<file path="src/gnta_pkg.sv">
// ----------------------------------------------------------------------------
// Track association package
// Shared widths, operation codes and the word that circulates through the
// chain of track cells.
// ----------------------------------------------------------------------------
`default_nettype none

package gnta_pkg;

	localparam int unsigned TRACK_SLOTS_DEF = 32;
	localparam int unsigned POS_W    = 16;
	localparam int unsigned STAMP_W  = 32;
	localparam int unsigned LABEL_W  = 32;
	localparam int unsigned AGE_W    = 16;
	localparam int unsigned DIST_W   = 34;
	localparam int unsigned RETIRE_W = 6;

	typedef enum logic [1:0] {
		OP_PERSON  = 2'd0,
		OP_LEG     = 2'd1,
		OP_PURGE   = 2'd2,
		OP_RESTART = 2'd3
	} op_t;

	// One track record as it travels around the ring.
	typedef struct packed {
		logic                      valid;
		logic                      claimed;
		logic signed [POS_W-1:0]   x;
		logic signed [POS_W-1:0]   y;
		logic [STAMP_W-1:0]        stamp;
		logic [LABEL_W-1:0]        label;
	} track_t;

	typedef enum logic [1:0] {
		ST_IDLE,
		ST_SCAN,
		ST_WRITE
	} state_t;

endpackage

`default_nettype wire

</file>
<file path="src/gnta_cell.sv">
// ----------------------------------------------------------------------------
// Track cell
// Holds one track record and hands it to the next cell when the ring shifts.
// ----------------------------------------------------------------------------
`default_nettype none

module gnta_cell (
	input  wire logic             clk,
	input  wire logic             arst_n,
	input  wire logic             shift,
	input  wire logic             clear,
	input  wire gnta_pkg::track_t prev,
	output gnta_pkg::track_t      rec
);

	gnta_pkg::track_t rec_q;

	// The whole record resets; a clear only drops the flags.
	always_ff @(posedge clk or negedge arst_n) begin
		if (!arst_n) begin
			rec_q <= '0;
		end else if (clear) begin
			rec_q.valid   <= 1'b0;
			rec_q.claimed <= 1'b0;
		end else if (shift) begin
			rec_q <= prev;
		end
	end

	assign rec = rec_q;

endmodule

`default_nettype wire

</file>
<file path="config.mk">
export PLATFORM = sky130hd
export DESIGN_NAME = gnta_cell
export DESIGN_NICKNAME = d
export VERILOG_FILES = /design/src/gnta_pkg.sv /design/src/gnta_cell.sv
export SDC_FILE = /design/constraint.sdc
export NUM_CORES = 1
export LEC_CHECK = 0
export BUFFER_PORTS_ARGS = -buffer_cell sky130_fd_sc_hd__buf_2
export CORE_MARGIN = 5
export CORE_UTILIZATION = 41
export DETAILED_ROUTE_END_ITERATION = 8
export MAX_ROUTING_LAYER = met4
export PLACE_DENSITY = 0.76
export SYNTH_ARGS = -nofsm -noshare
export SYNTH_HDL_FRONTEND = slang
export SYNTH_SLANG_ARGS = --single-unit
</file>
<file path="constraint.sdc">
create_clock -name clk -period 0.8 [get_ports clk]
set_input_delay 0.16 -clock clk [delete_from_list [all_inputs] [get_ports clk]]
set_output_delay 0.16 -clock clk [all_outputs]
set_load 0.01 [all_outputs]
</file>
==> metrics.md, run 1 <==
| Metric | Value |
|---|---|
| Status | `complete, but fails checks` |
| Drt total wl | `11000 µm` |
| # rows | `35` |
| Static Leak | `3.35 nW` |
| Crit Path Class | `register to primary output` |
| Synthesized instance count | `210` |
| Maxcap violations | `0` |
| Seq pwr share | `47.0%` |
| Sequential element share of the synthesized area | `63.3%` |
| Die Ht | `107 µm` |
| Setup slack after layout | `-0.274 ns` |
| Final setup TNS | `-30.15 ns` |
| Slowest cell on crit path | `dfrtp_1` |
| Worst-path clk slew | `0.10 ns` |
| DRC viols | `0` |
| Post-Syn Area | `3870 µm²` |
| Power Internal | `0.00949 W` |
| Maximum vdd drop | `1100 µV` |
| Largest net degree at the start of global routing | `30` |
| CTS buffer count | `9` |
| DR vias | `2864` |
| Worst setup EP type | `primary output` |
| Worst Tran Pin Value | `0.280 ns` |
| Clk network pwr share | `22.1%` |
| Pre-CTS WS | `-0.431 ns` |
| Worst EP required | `0.64 ns` |
| Pwr Density | `2030 nW/µm²` |
| Root Buffer | `clkbuf_8` |
| Synth warn | `0` |
| Worst path bufs/invs | `1` |
| Initial drt markers | `66` |
| Max Fclk | `0.931 GHz` |
| DP Wirelength | `6950 µm` |
| Die Area | `11500 µm²` |
| Clock tree buffer depth | `2` |
| Placer Congestion | `0.721` |
| # clock sinks | `98` |
| Failing checks | `setup timing` |
| Routed Antenna Nets | `0` |
| Clock latency on the worst-skew pair | `0.35 ns` |
| H-Tree Depth | `3` |
| Cell family with most CP delay | `flip-flops` |
| Yosys reg bits | `98` |
| Worst Skew | `0 ns` |
| Layout area overhead | `66.1%` |
| Vias in the first global route | `3192` |
| Gr ovfl total | `0` |
| IO Pins | `200` |
| Port Buf Inserts | `199` |
| Worst path cell trace | `buf_2` |
| First-pass DRT Iterations | `4` |
| Number of flip-flops in the largest register | `98` |
| Crit path DAT | `0.91 ns` |
| WHS | `0.0263 ns` |
| Initial antenna violation count | `0` |
| Max Transition Viols Final | `0` |
| Synth unique cells | `9` |
| DR WL/cell | `17.6 µm` |
| Startpoint types | `register` |
| Core area | `9240 µm²` |
| Final hold vios | `0` |
| Mapped Avg Cell Area | `18.4 µm²` |
| Post-route clock period utilization | `134%` |
| Initial Util | `41.9%` |
| Period minus WS final | `1.07 ns` |
| Unrepaired setup endpoints after global routing | `yes` |
| NetSw | `0.00356 W` |
| Detail-routed via count per cell | `4.58` |
| Die X | `107 µm` |
| Layout cells sized above 1 | `78.9%` |
| Hold/Removal Path Class | `input pin to register` |
| Final setup violating endpoints | `185` |
| Antenna cells | `0` |
| First-pass GRT wire length | `16300 µm` |
| Comb power frac | `30.9%` |
| Worst stage delay on the critical path | `0.41 ns` |
| Slew HR | `81.4%` |
| GRT Total Usage | `18.8%` |
| Largest fanout on the critical path | `2` |
| Sw Ratio | `27.3%` |
| CTS tree | `built` |
| Nets | `594` |
| Syn_nets | `312` |
-- power groups by stage --
stage	Sequential (W)	Combinational (W)	Clock, W
after detailed placement	0.00614	0.00273	0
after CTS	0.00607	0.00350	0.00294
after global routing	0.00621	0.00427	0.00317
after global placement	0.00611	0.00267	0
final	0.00613	0.00403	0.00289
after floorplan	0.00648	0.00105	0
-- layout make-up --
| cell class | count | area [µm²] |
|---|---|---|
| clock buffers | 12 | 145 |
| clock inverters | 4 | 27.5 |
| well taps | 129 | 161 |
| flip-flops and latches | 98 | 2450 |
| repair buffers | 282 | 2170 |
| multi-input cells | 101 | 1480 |
| fillers | 642 | 2800 |
-- repair_timing --
item / 4_1_cts / 5_1_grt
hold endpoints to repair: 98 / 0
buffers inserted: 27 / 44
setup endpoints to repair: 150 / 187
gates cloned: 9 / 0
hold buffers: 1 / 0
resized for setup: 80 / 53
pin swaps: 0 / 1
-- per-stage QoR --
stage | cell area, µm² | std cells | power, W | util, %
final | 6440 | 626 | 0.0130 | 69.7
after global routing | 6440 | 626 | 0.0137 | 69.7
after CTS | 6110 | 598 | 0.0125 | 66.1
after detailed placement | 5100 | 546 | 0.00887 | 55.2
after global placement | 5100 | 546 | 0.00878 | 55.2
after floorplan | 3870 | 210 | 0.00752 | -
-- cells by family after synthesis --
group | Yosys count | share of synthesized area [%]
buf+inv | 11 | 3.84
flops | 98 | 63.3
simple gates | 3 | 0.549
mux | 98 | 32.3
-- cells in the mapped netlist --
| library cell | count | share of area, % |
|---|---|---|
| dfrtp_1 | 98 | 63 |
| mux2_2 | 56 | 16 |
| mux2_4 | 40 | 16 |
| buf_12 | 5 | 2.6 |
| buf_4 | 5 | 0.97 |
| mux2i_1 | 2 | 0.52 |
| nor2_1 | 2 | 0.19 |
| buf_6 | 1 | 0.29 |
| nor2b_4 | 1 | 0.36 |
-- cells in the final DEF, fill, tap and decap left out --
cell type	count
buf_6	36
buf_4	37
clkinv_2	1
clkbuf_1	2
mux2_4	96
clkinvlp_4	3
nor2b_4	1
nor2_1	2
dlygate4sd3_1	1
buf_8	8
mux2i_1	2
buf_16	7
buf_2	180
buf_12	13
clkbuf_8	10
dfrtp_1	98
-- worst paths after layout --
kind / start / endpoint / slack, ns / cells past startpoint
max: rec[89] / rec[89] / -0.27 / 1
max reg2reg: rec[4] / rec[4] / -0.11 / 2
min: prev[80] / rec[80] / 0.03 / 2
min in group asynchronous: arst_n / rec[87] / 0.23 / 2
max in group asynchronous: arst_n / rec[78] / 0.12 / 3
min reg2reg: rec[15] / rec[15] / 0.51 / 1
-- layer usage --
layer  wire length [µm]  GRT usage (%)
met5                  0              -
met4                127           4.93
met3                718           4.21
met2               5800           33.2
met1               4390           21.6
(Power assumes the default switching activity.)
==> inputs of run 2 (changes only) <==
--- a/config.mk
+++ b/config.mk
@@ -6,6 +6,7 @@
 export NUM_CORES = 1
 export LEC_CHECK = 0
 export BUFFER_PORTS_ARGS = -buffer_cell sky130_fd_sc_hd__buf_2
+export CORE_ASPECT_RATIO = 2
 export CORE_MARGIN = 5
 export CORE_UTILIZATION = 41
 export DETAILED_ROUTE_END_ITERATION = 8
==> run 2 against run 1 <==
  * The run still ends with setup timing left
  * Register-to-register slack about the same
  * Non-clock buffer count increased by 3
  * Combinational power increased by 3%
  * Global-route usage increased by 1.5 points
  * Cell count decreased by 3.4%
  * First-iteration DRC count increased by 21%
  * Highest routed layer unchanged
  * Via count increased by 3.9%
  * Core utilization increased by 1.3 points
  * Design area increased by 2.8%
  * Maximum frequency increased by 3.1%
  * Sequential share of layout area decreased by 1.0 points
==> metrics.md, run 2 (same netlist as run 1, synthesis figures left out) <==
| Metric | Value |
|---|---|
| Max Fclk | `0.960 GHz (+3.1%)` |
| Vias in the first global route | `3418 (+7.1%)` |
| Setup slack after layout | `-0.242 ns (+0.0324 ns)` |
| Static Leak | `3.44 nW (+2.8%)` |
| IO Pins | `200 (unchanged)` |
| # clock sinks | `98 (unchanged)` |
| DR vias | `2975 (+3.9%)` |
| Core area | `9320 µm² (+0.88%)` |
| Period minus WS final | `1.04 ns (-0.0324 ns)` |
| Most frequent cells in the layout | `buf_2, dfrtp_1, mux2_4` |
| Hold/Removal Path Class | `input pin to register` |
| R2R cell count | `2 (unchanged)` |
| Largest fanout on the critical path | `2 (unchanged)` |
| First-pass GRT wire length | `17600 µm (+8.1%)` |
| Root Buffer | `clkbuf_16` |
| Placer Congestion | `0.749 (+3.9%)` |
| NetSw | `0.00371 W (+4.3%)` |
| Final hold vios | `0 (unchanged)` |
| Seq pwr share | `42.2% (-4.8 points)` |
| Worst setup EP type | `primary output` |
| Power Internal | `0.0109 W (+14%)` |
| Maxcap violations | `0 (unchanged)` |
| Worst EP required | `0.64 ns (about the same)` |
| Max Transition Viols Final | `0 (unchanged)` |
| Detail-routed via count per cell | `4.92 (+7.5%)` |
| Status | `complete, but fails checks` |
| Failing checks | `setup timing` |
| Startpoint types | `register` |
| H-Tree Depth | `3 (unchanged)` |
| Die Ht | `147 µm (+38%)` |
| Initial Util | `41.6% (-0.37 points)` |
| Cell family with most CP delay | `flip-flops` |
| Clock tree buffer depth | `2 (unchanged)` |
| Gr ovfl total | `0 (unchanged)` |
| First-pass DRT Iterations | `4 (unchanged)` |
| Unrepaired setup endpoints after global routing | `yes` |
| Worst hold path stage count | `2 (unchanged)` |
| R2r startpoint | `rec[65]` |
| Placed Cells | `509 (-6.8%)` |
| Initial antenna violation count | `0 (unchanged)` |
| Finished Layout Cells | `605 (-3.4%)` |
| Crit path DAT | `0.88 ns (-0.03 ns)` |
| Die X | `78.7 µm (-27%)` |
| Number of flip-flops in the largest register | `98 (unchanged)` |
| Worst path bufs/invs | `1 (unchanged)` |
| # fillers | `593 (-7.6%)` |
| Maximum vdd drop | `1850 µV (+68%)` |
| Drt total wl | `12000 µm (+8.7%)` |
| WHS Endpoint | `rec[43]` |
| Min-delay src | `prev[43]` |
| Core Util, Final | `71.0% (+1.3 points)` |
| GRT Total Usage | `20.3% (+1.5 points)` |
| CTS tree | `built` |
| Largest net degree at the start of global routing | `52 (+73%)` |
| Initial drt markers | `80 (+21%)` |
| Nets | `597 (+0.51%)` |
| Footprint of the multi-input gates | `1470 µm² (-0.76%)` |
| DR WL/cell | `19.8 µm (+12%)` |
| Slew HR | `81.8% (+0.44 points)` |
| # rows | `50 (+43%)` |
| Worst Skew | `0 ns (unchanged)` |
| Layout cells sized above 1 | `79.0% (+0.13 points)` |
| Slowest cell on crit path | `dfrtp_1` |
| Worst Tran Pin Value | `0.273 ns (-0.00659 ns)` |
| Routed Antenna Nets | `0 (unchanged)` |
| Crit Path Class | `register to primary output` |
| R2r setup slk | `-0.12 ns (about the same)` |
| Port Buf Inserts | `199 (unchanged)` |
| Worst-path clk slew | `0.07 ns (-0.03 ns)` |
| Reg2reg end | `rec[65]` |
| DP Wirelength | `7060 µm (+1.5%)` |
| Post-route clock period utilization | `130% (-4.1 points)` |
| Clock latency on the worst-skew pair | `0.33 ns (-0.02 ns)` |
| Comb power frac | `28.4% (-2.5 points)` |
| DRC viols | `0 (unchanged)` |
| Die Area | `11600 µm² (+1.0%)` |
| Layout area overhead | `70.7%` |
| Sw Ratio | `25.5% (-1.8 points)` |
| Sequential Area | `2450 µm² (unchanged)` |
| Worst stage delay on the critical path | `0.40 ns (about the same)` |
| Clk network pwr share | `29.4% (+7.3 points)` |
| Most common cell after layout, fill and taps aside | `buf_2` |
| Worst path cell trace | `buf_2` |
| Pwr Density | `2200 nW/µm² (+8.7%)` |
| Final setup violating endpoints | `195 (+5.4%)` |
| CTS buffer count | `9 (unchanged)` |
| Crit path depth | `1 (unchanged)` |
run 2: cell types whose count changed in the layout (fill, tap and decap cells not counted), sizes merged:
cell / before / now
buf: 281 / 280
bufinv: 0 / 1
clkbuf: 12 / 16
clkinv: 1 / 2
clkinvlp: 3 / 1
diode: 0 / 1
run 2: worst max-delay path by stage:
stage	from	to	slack [ns]
2_1_floorplan	shift	rec[48]	-0.27
3_3_place_gp	clear	rec[45]	-0.47
3_5_place_dp	clear	rec[42]	-0.50
4_1_cts	rec[75]	rec[75]	-0.25
5_1_grt	rec[75]	rec[75]	-0.28
6_report	rec[65]	rec[65]	-0.24
run 2: per-layer routing:
metal	part of all wire, %	vias to the layer above	track usage [%]	wire, µm
met1	35	1507	20.4	4230
met3	4.7	29	3.96	564
met2	57	133	36.6	6800
li1	-	1306	-	-
met4	3.4	0	9.89	410
met5	0	-	-	0
run 2: power groups by stage:
stage / Sequential [W] / Combinational, W / Clock [W]
6_report: 0.00615 / 0.00414 / 0.00428
4_1_cts: 0.00608 / 0.00368 / 0.00438
2_1_floorplan: 0.00648 / 0.00105 / 0
5_1_grt: 0.00623 / 0.00439 / 0.00461
3_5_place_dp: 0.00615 / 0.00269 / 0
3_3_place_gp: 0.00612 / 0.00262 / 0
run 2: timing repair:
item / CTS / global route
hold endpoints to repair: 98 / 0
endpoints found under the setup margin: 191 / 194
cloned: 11 / 4
hold buffers: 1 / 0
resized for setup: 79 / 47
buffers inserted: 41 / 34
run 2: final cells by class:
cell class	instances	share of cell area, %
flip-flops and latches	98	37.1
diodes	1	0.0378
repair buffers	285	34.2
well taps	104	1.97
clock buffers	12	3.73
multi-input cells	101	22.2
clock inverters	4	0.776
run 2: metrics by stage:
stage / TNS, ns / cell area (µm²) / setup slack [ns] / power [W] / hold slack, ns
finish: -31.46 / 6610 / -0.242 / 0.0146 / 0.0542
global route: -36.29 / 6610 / -0.283 / 0.0152 / 0.0402
CTS: -33.09 / 6250 / -0.252 / 0.0141 / 0.0418
detailed placement: -43.95 / 4970 / -0.499 / 0.00884 / 0.174
global placement: -41.69 / 4970 / -0.466 / 0.00874 / 0.166
floorplan: -21.95 / 3870 / -0.274 / 0.00752 / -0.136
==> inputs of run 3 (changes only) <==
--- a/config.mk
+++ b/config.mk
@@ -11,7 +11,7 @@
 export CORE_UTILIZATION = 41
 export DETAILED_ROUTE_END_ITERATION = 8
 export MAX_ROUTING_LAYER = met4
-export PLACE_DENSITY = 0.76
+export PLACE_DENSITY_LB_ADDON = 0.1
 export SYNTH_ARGS = -nofsm -noshare
 export SYNTH_HDL_FRONTEND = slang
 export SYNTH_SLANG_ARGS = --single-unit
==> run 3 against run 2 <==
  * The run still ends with setup timing left
  * Clock power barely moved
  * Core utilization rose by 0.89 points
  * Die area did not move
  * Register-to-register slack barely moved
  * Largest power group unchanged
==> metrics.md, run 3 (same netlist as run 1, synthesis figures left out) <==
| Metric | Value |
|---|---|
| Routed Antenna Nets | `0 (unchanged)` |
| Max Transition Viols Final | `0 (unchanged)` |
| CTS tree | `built` |
| Nets | `601 (+0.67%)` |
| Detail-routed via count per cell | `4.76 (-3.2%)` |
| Slew HR | `83.8% (+2.0 points)` |
| # clock sinks | `98 (unchanged)` |
| # rows | `50 (unchanged)` |
| Startpoint types | `register` |
| Slowest cell on crit path | `dfrtp_1` |
| Layout area overhead | `72.9%` |
| Pwr Density | `2200 nW/µm² (-0.36%)` |
| Maxcap violations | `0 (unchanged)` |
| Drt total wl | `11300 µm (-5.5%)` |
| Status | `complete, but fails checks` |
| Maximum vdd drop | `1500 µV (-19%)` |
| Met1 usage | `21.5% (+1.1 points)` |
| Final setup violating endpoints | `195 (unchanged)` |
| Worst Skew | `0 ns (unchanged)` |
| Core area | `9320 µm² (unchanged)` |
| Gr ovfl total | `0 (unchanged)` |
| First-pass DRT Iterations | `4 (unchanged)` |
| Largest net degree at the start of global routing | `45 (-13%)` |
| Clock tree buffer depth | `2 (unchanged)` |
| Most frequent cells in the layout | `buf_2, dfrtp_1, mux2_4` |
| Layout cells sized above 1 | `79.3% (+0.32 points)` |
| GRT Total Usage | `20.2% (-0.14 points)` |
| Failing checks | `setup timing` |
| Initial Util | `41.6% (unchanged)` |
| Final hold vios | `0 (unchanged)` |
| Total power | `0.0147 W (+0.88%)` |
| Die Ht | `147 µm (unchanged)` |
| Worst EP required | `0.64 ns (about the same)` |
| Root Buffer | `clkbuf_16` |
| Post-route clock period utilization | `131% (+0.31 points)` |
| Hold/Removal Path Class | `input pin to register` |
| Worst stage delay on the critical path | `0.40 ns (about the same)` |
| Crit path DAT | `0.88 ns (about the same)` |
| Initial drt markers | `64 (-20%)` |
| Worst setup EP type | `primary output` |
| Worst path cell trace | `buf_2` |
| Worst Tran Pin Value | `0.243 ns (-0.0295 ns)` |
| GR peak layer | `met2` |
| Vias in the first global route | `3467 (+1.4%)` |
| Port Buf Inserts | `199 (unchanged)` |
| Crit Path Class | `register to primary output` |
| Largest fanout on the critical path | `2 (unchanged)` |
| Unrepaired setup endpoints after global routing | `yes` |
| Initial antenna violation count | `2 (+2)` |
| IO Pins | `200 (unchanged)` |
| M3 GR Usage | `4.57% (+0.61 points)` |
| CTS buffer count | `9 (unchanged)` |
| Most common cell after layout, fill and taps aside | `buf_2` |
| H-Tree Depth | `3 (unchanged)` |
| Die X | `78.7 µm (unchanged)` |
| Routing usage on met2 | `34.9% (-1.7 points)` |
| Worst path bufs/invs | `1 (unchanged)` |
| DRC viols | `0 (unchanged)` |
| Die Area | `11600 µm² (unchanged)` |
| Cell family with most CP delay | `flip-flops` |
| Clock latency on the worst-skew pair | `0.34 ns (about the same)` |
| Pre-CTS WS | `-0.507 ns (-0.00801 ns)` |
| DR vias | `2898 (-2.6%)` |
| Worst-path clk slew | `0.07 ns (about the same)` |
| Setup slack after layout | `-0.244 ns (-0.00248 ns)` |
| Placer Congestion | `0.740 (-1.3%)` |
| Static Leak | `3.46 nW (+0.67%)` |
| Max Fclk | `0.958 GHz (-0.24%)` |
| R2r setup slk | `-0.11 ns (about the same)` |
| DP Wirelength | `7290 µm (+3.3%)` |
| DR WL/cell | `18.6 µm (-6.2%)` |
| Period minus WS final | `1.04 ns (+0.00248 ns)` |
| First-pass GRT wire length | `17500 µm (-0.67%)` |
| Number of flip-flops in the largest register | `98 (unchanged)` |
-- run 3: worst register-to-register path: stages, from the launching register on --
cell	delay [ns]
dfrtp_1	0.40
buf_4	0.14
mux2_4	0.26
-- run 3: stage by stage --
step	hold WS, ns	cell area [µm²]	std cells	utilization [%]	TNS, ns
final	0.0497	6700	609	71.8	-29.84
after global routing	0.0357	6700	609	71.8	-34.26
after CTS	0.0350	6450	580	69.2	-32.24
after detailed placement	0.0122	5020	513	53.9	-45.08
after global placement	0.0128	5020	513	53.9	-42.79
after floorplan	-0.136	3870	210	-	-21.95
-- run 3: layout make-up --
type	instances	area, µm²
diodes	2	5.00
repair buffers	289	2350
flip-flops and latches	98	2450
clock inverters	4	52.6
well taps	104	130
clock buffers	11	243
fillers	643	2630
multi-input cells	101	1470
-- run 3: power by group --
part	switching (W)	internal, W
combinational	0.00146	0.00280
sequential	0.000457	0.00568
clock	0.00180	0.00249
-- run 3: repair_timing --
item | in CTS | in global routing
hold endpoints to repair | 98 | 0
hold buffers | 1 | 0
gates resized for setup | 116 | 40
setup buffers | 42 | 40
cloned | 12 | 0
pin swaps | 0 | 0
setup endpoints to repair | 194 | 194
-- run 3: worst paths after layout --
| path | startpoint | to | cells past startpoint |
|---|---|---|---|
| setup reg to reg | rec[26] | rec[26] | 2 |
| setup / recovery | rec[58] | rec[58] | 1 |
| hold reg to reg | rec[69] | rec[69] | 1 |
| max in group asynchronous | arst_n | rec[88] | 3 |
| min in group asynchronous | arst_n | rec[62] | 2 |
| hold / removal | prev[22] | rec[22] | 2 |
-- run 3: per-layer routing --
metal / wire length, µm / share of wire (%) / vias to the layer above
li1: - / - / 1324
met1: 4220 / 37 / 1420
met2: 6060 / 53 / 135
met3: 719 / 6.3 / 19
met4: 336 / 3.0 / 0
met5: 0 / 0 / -
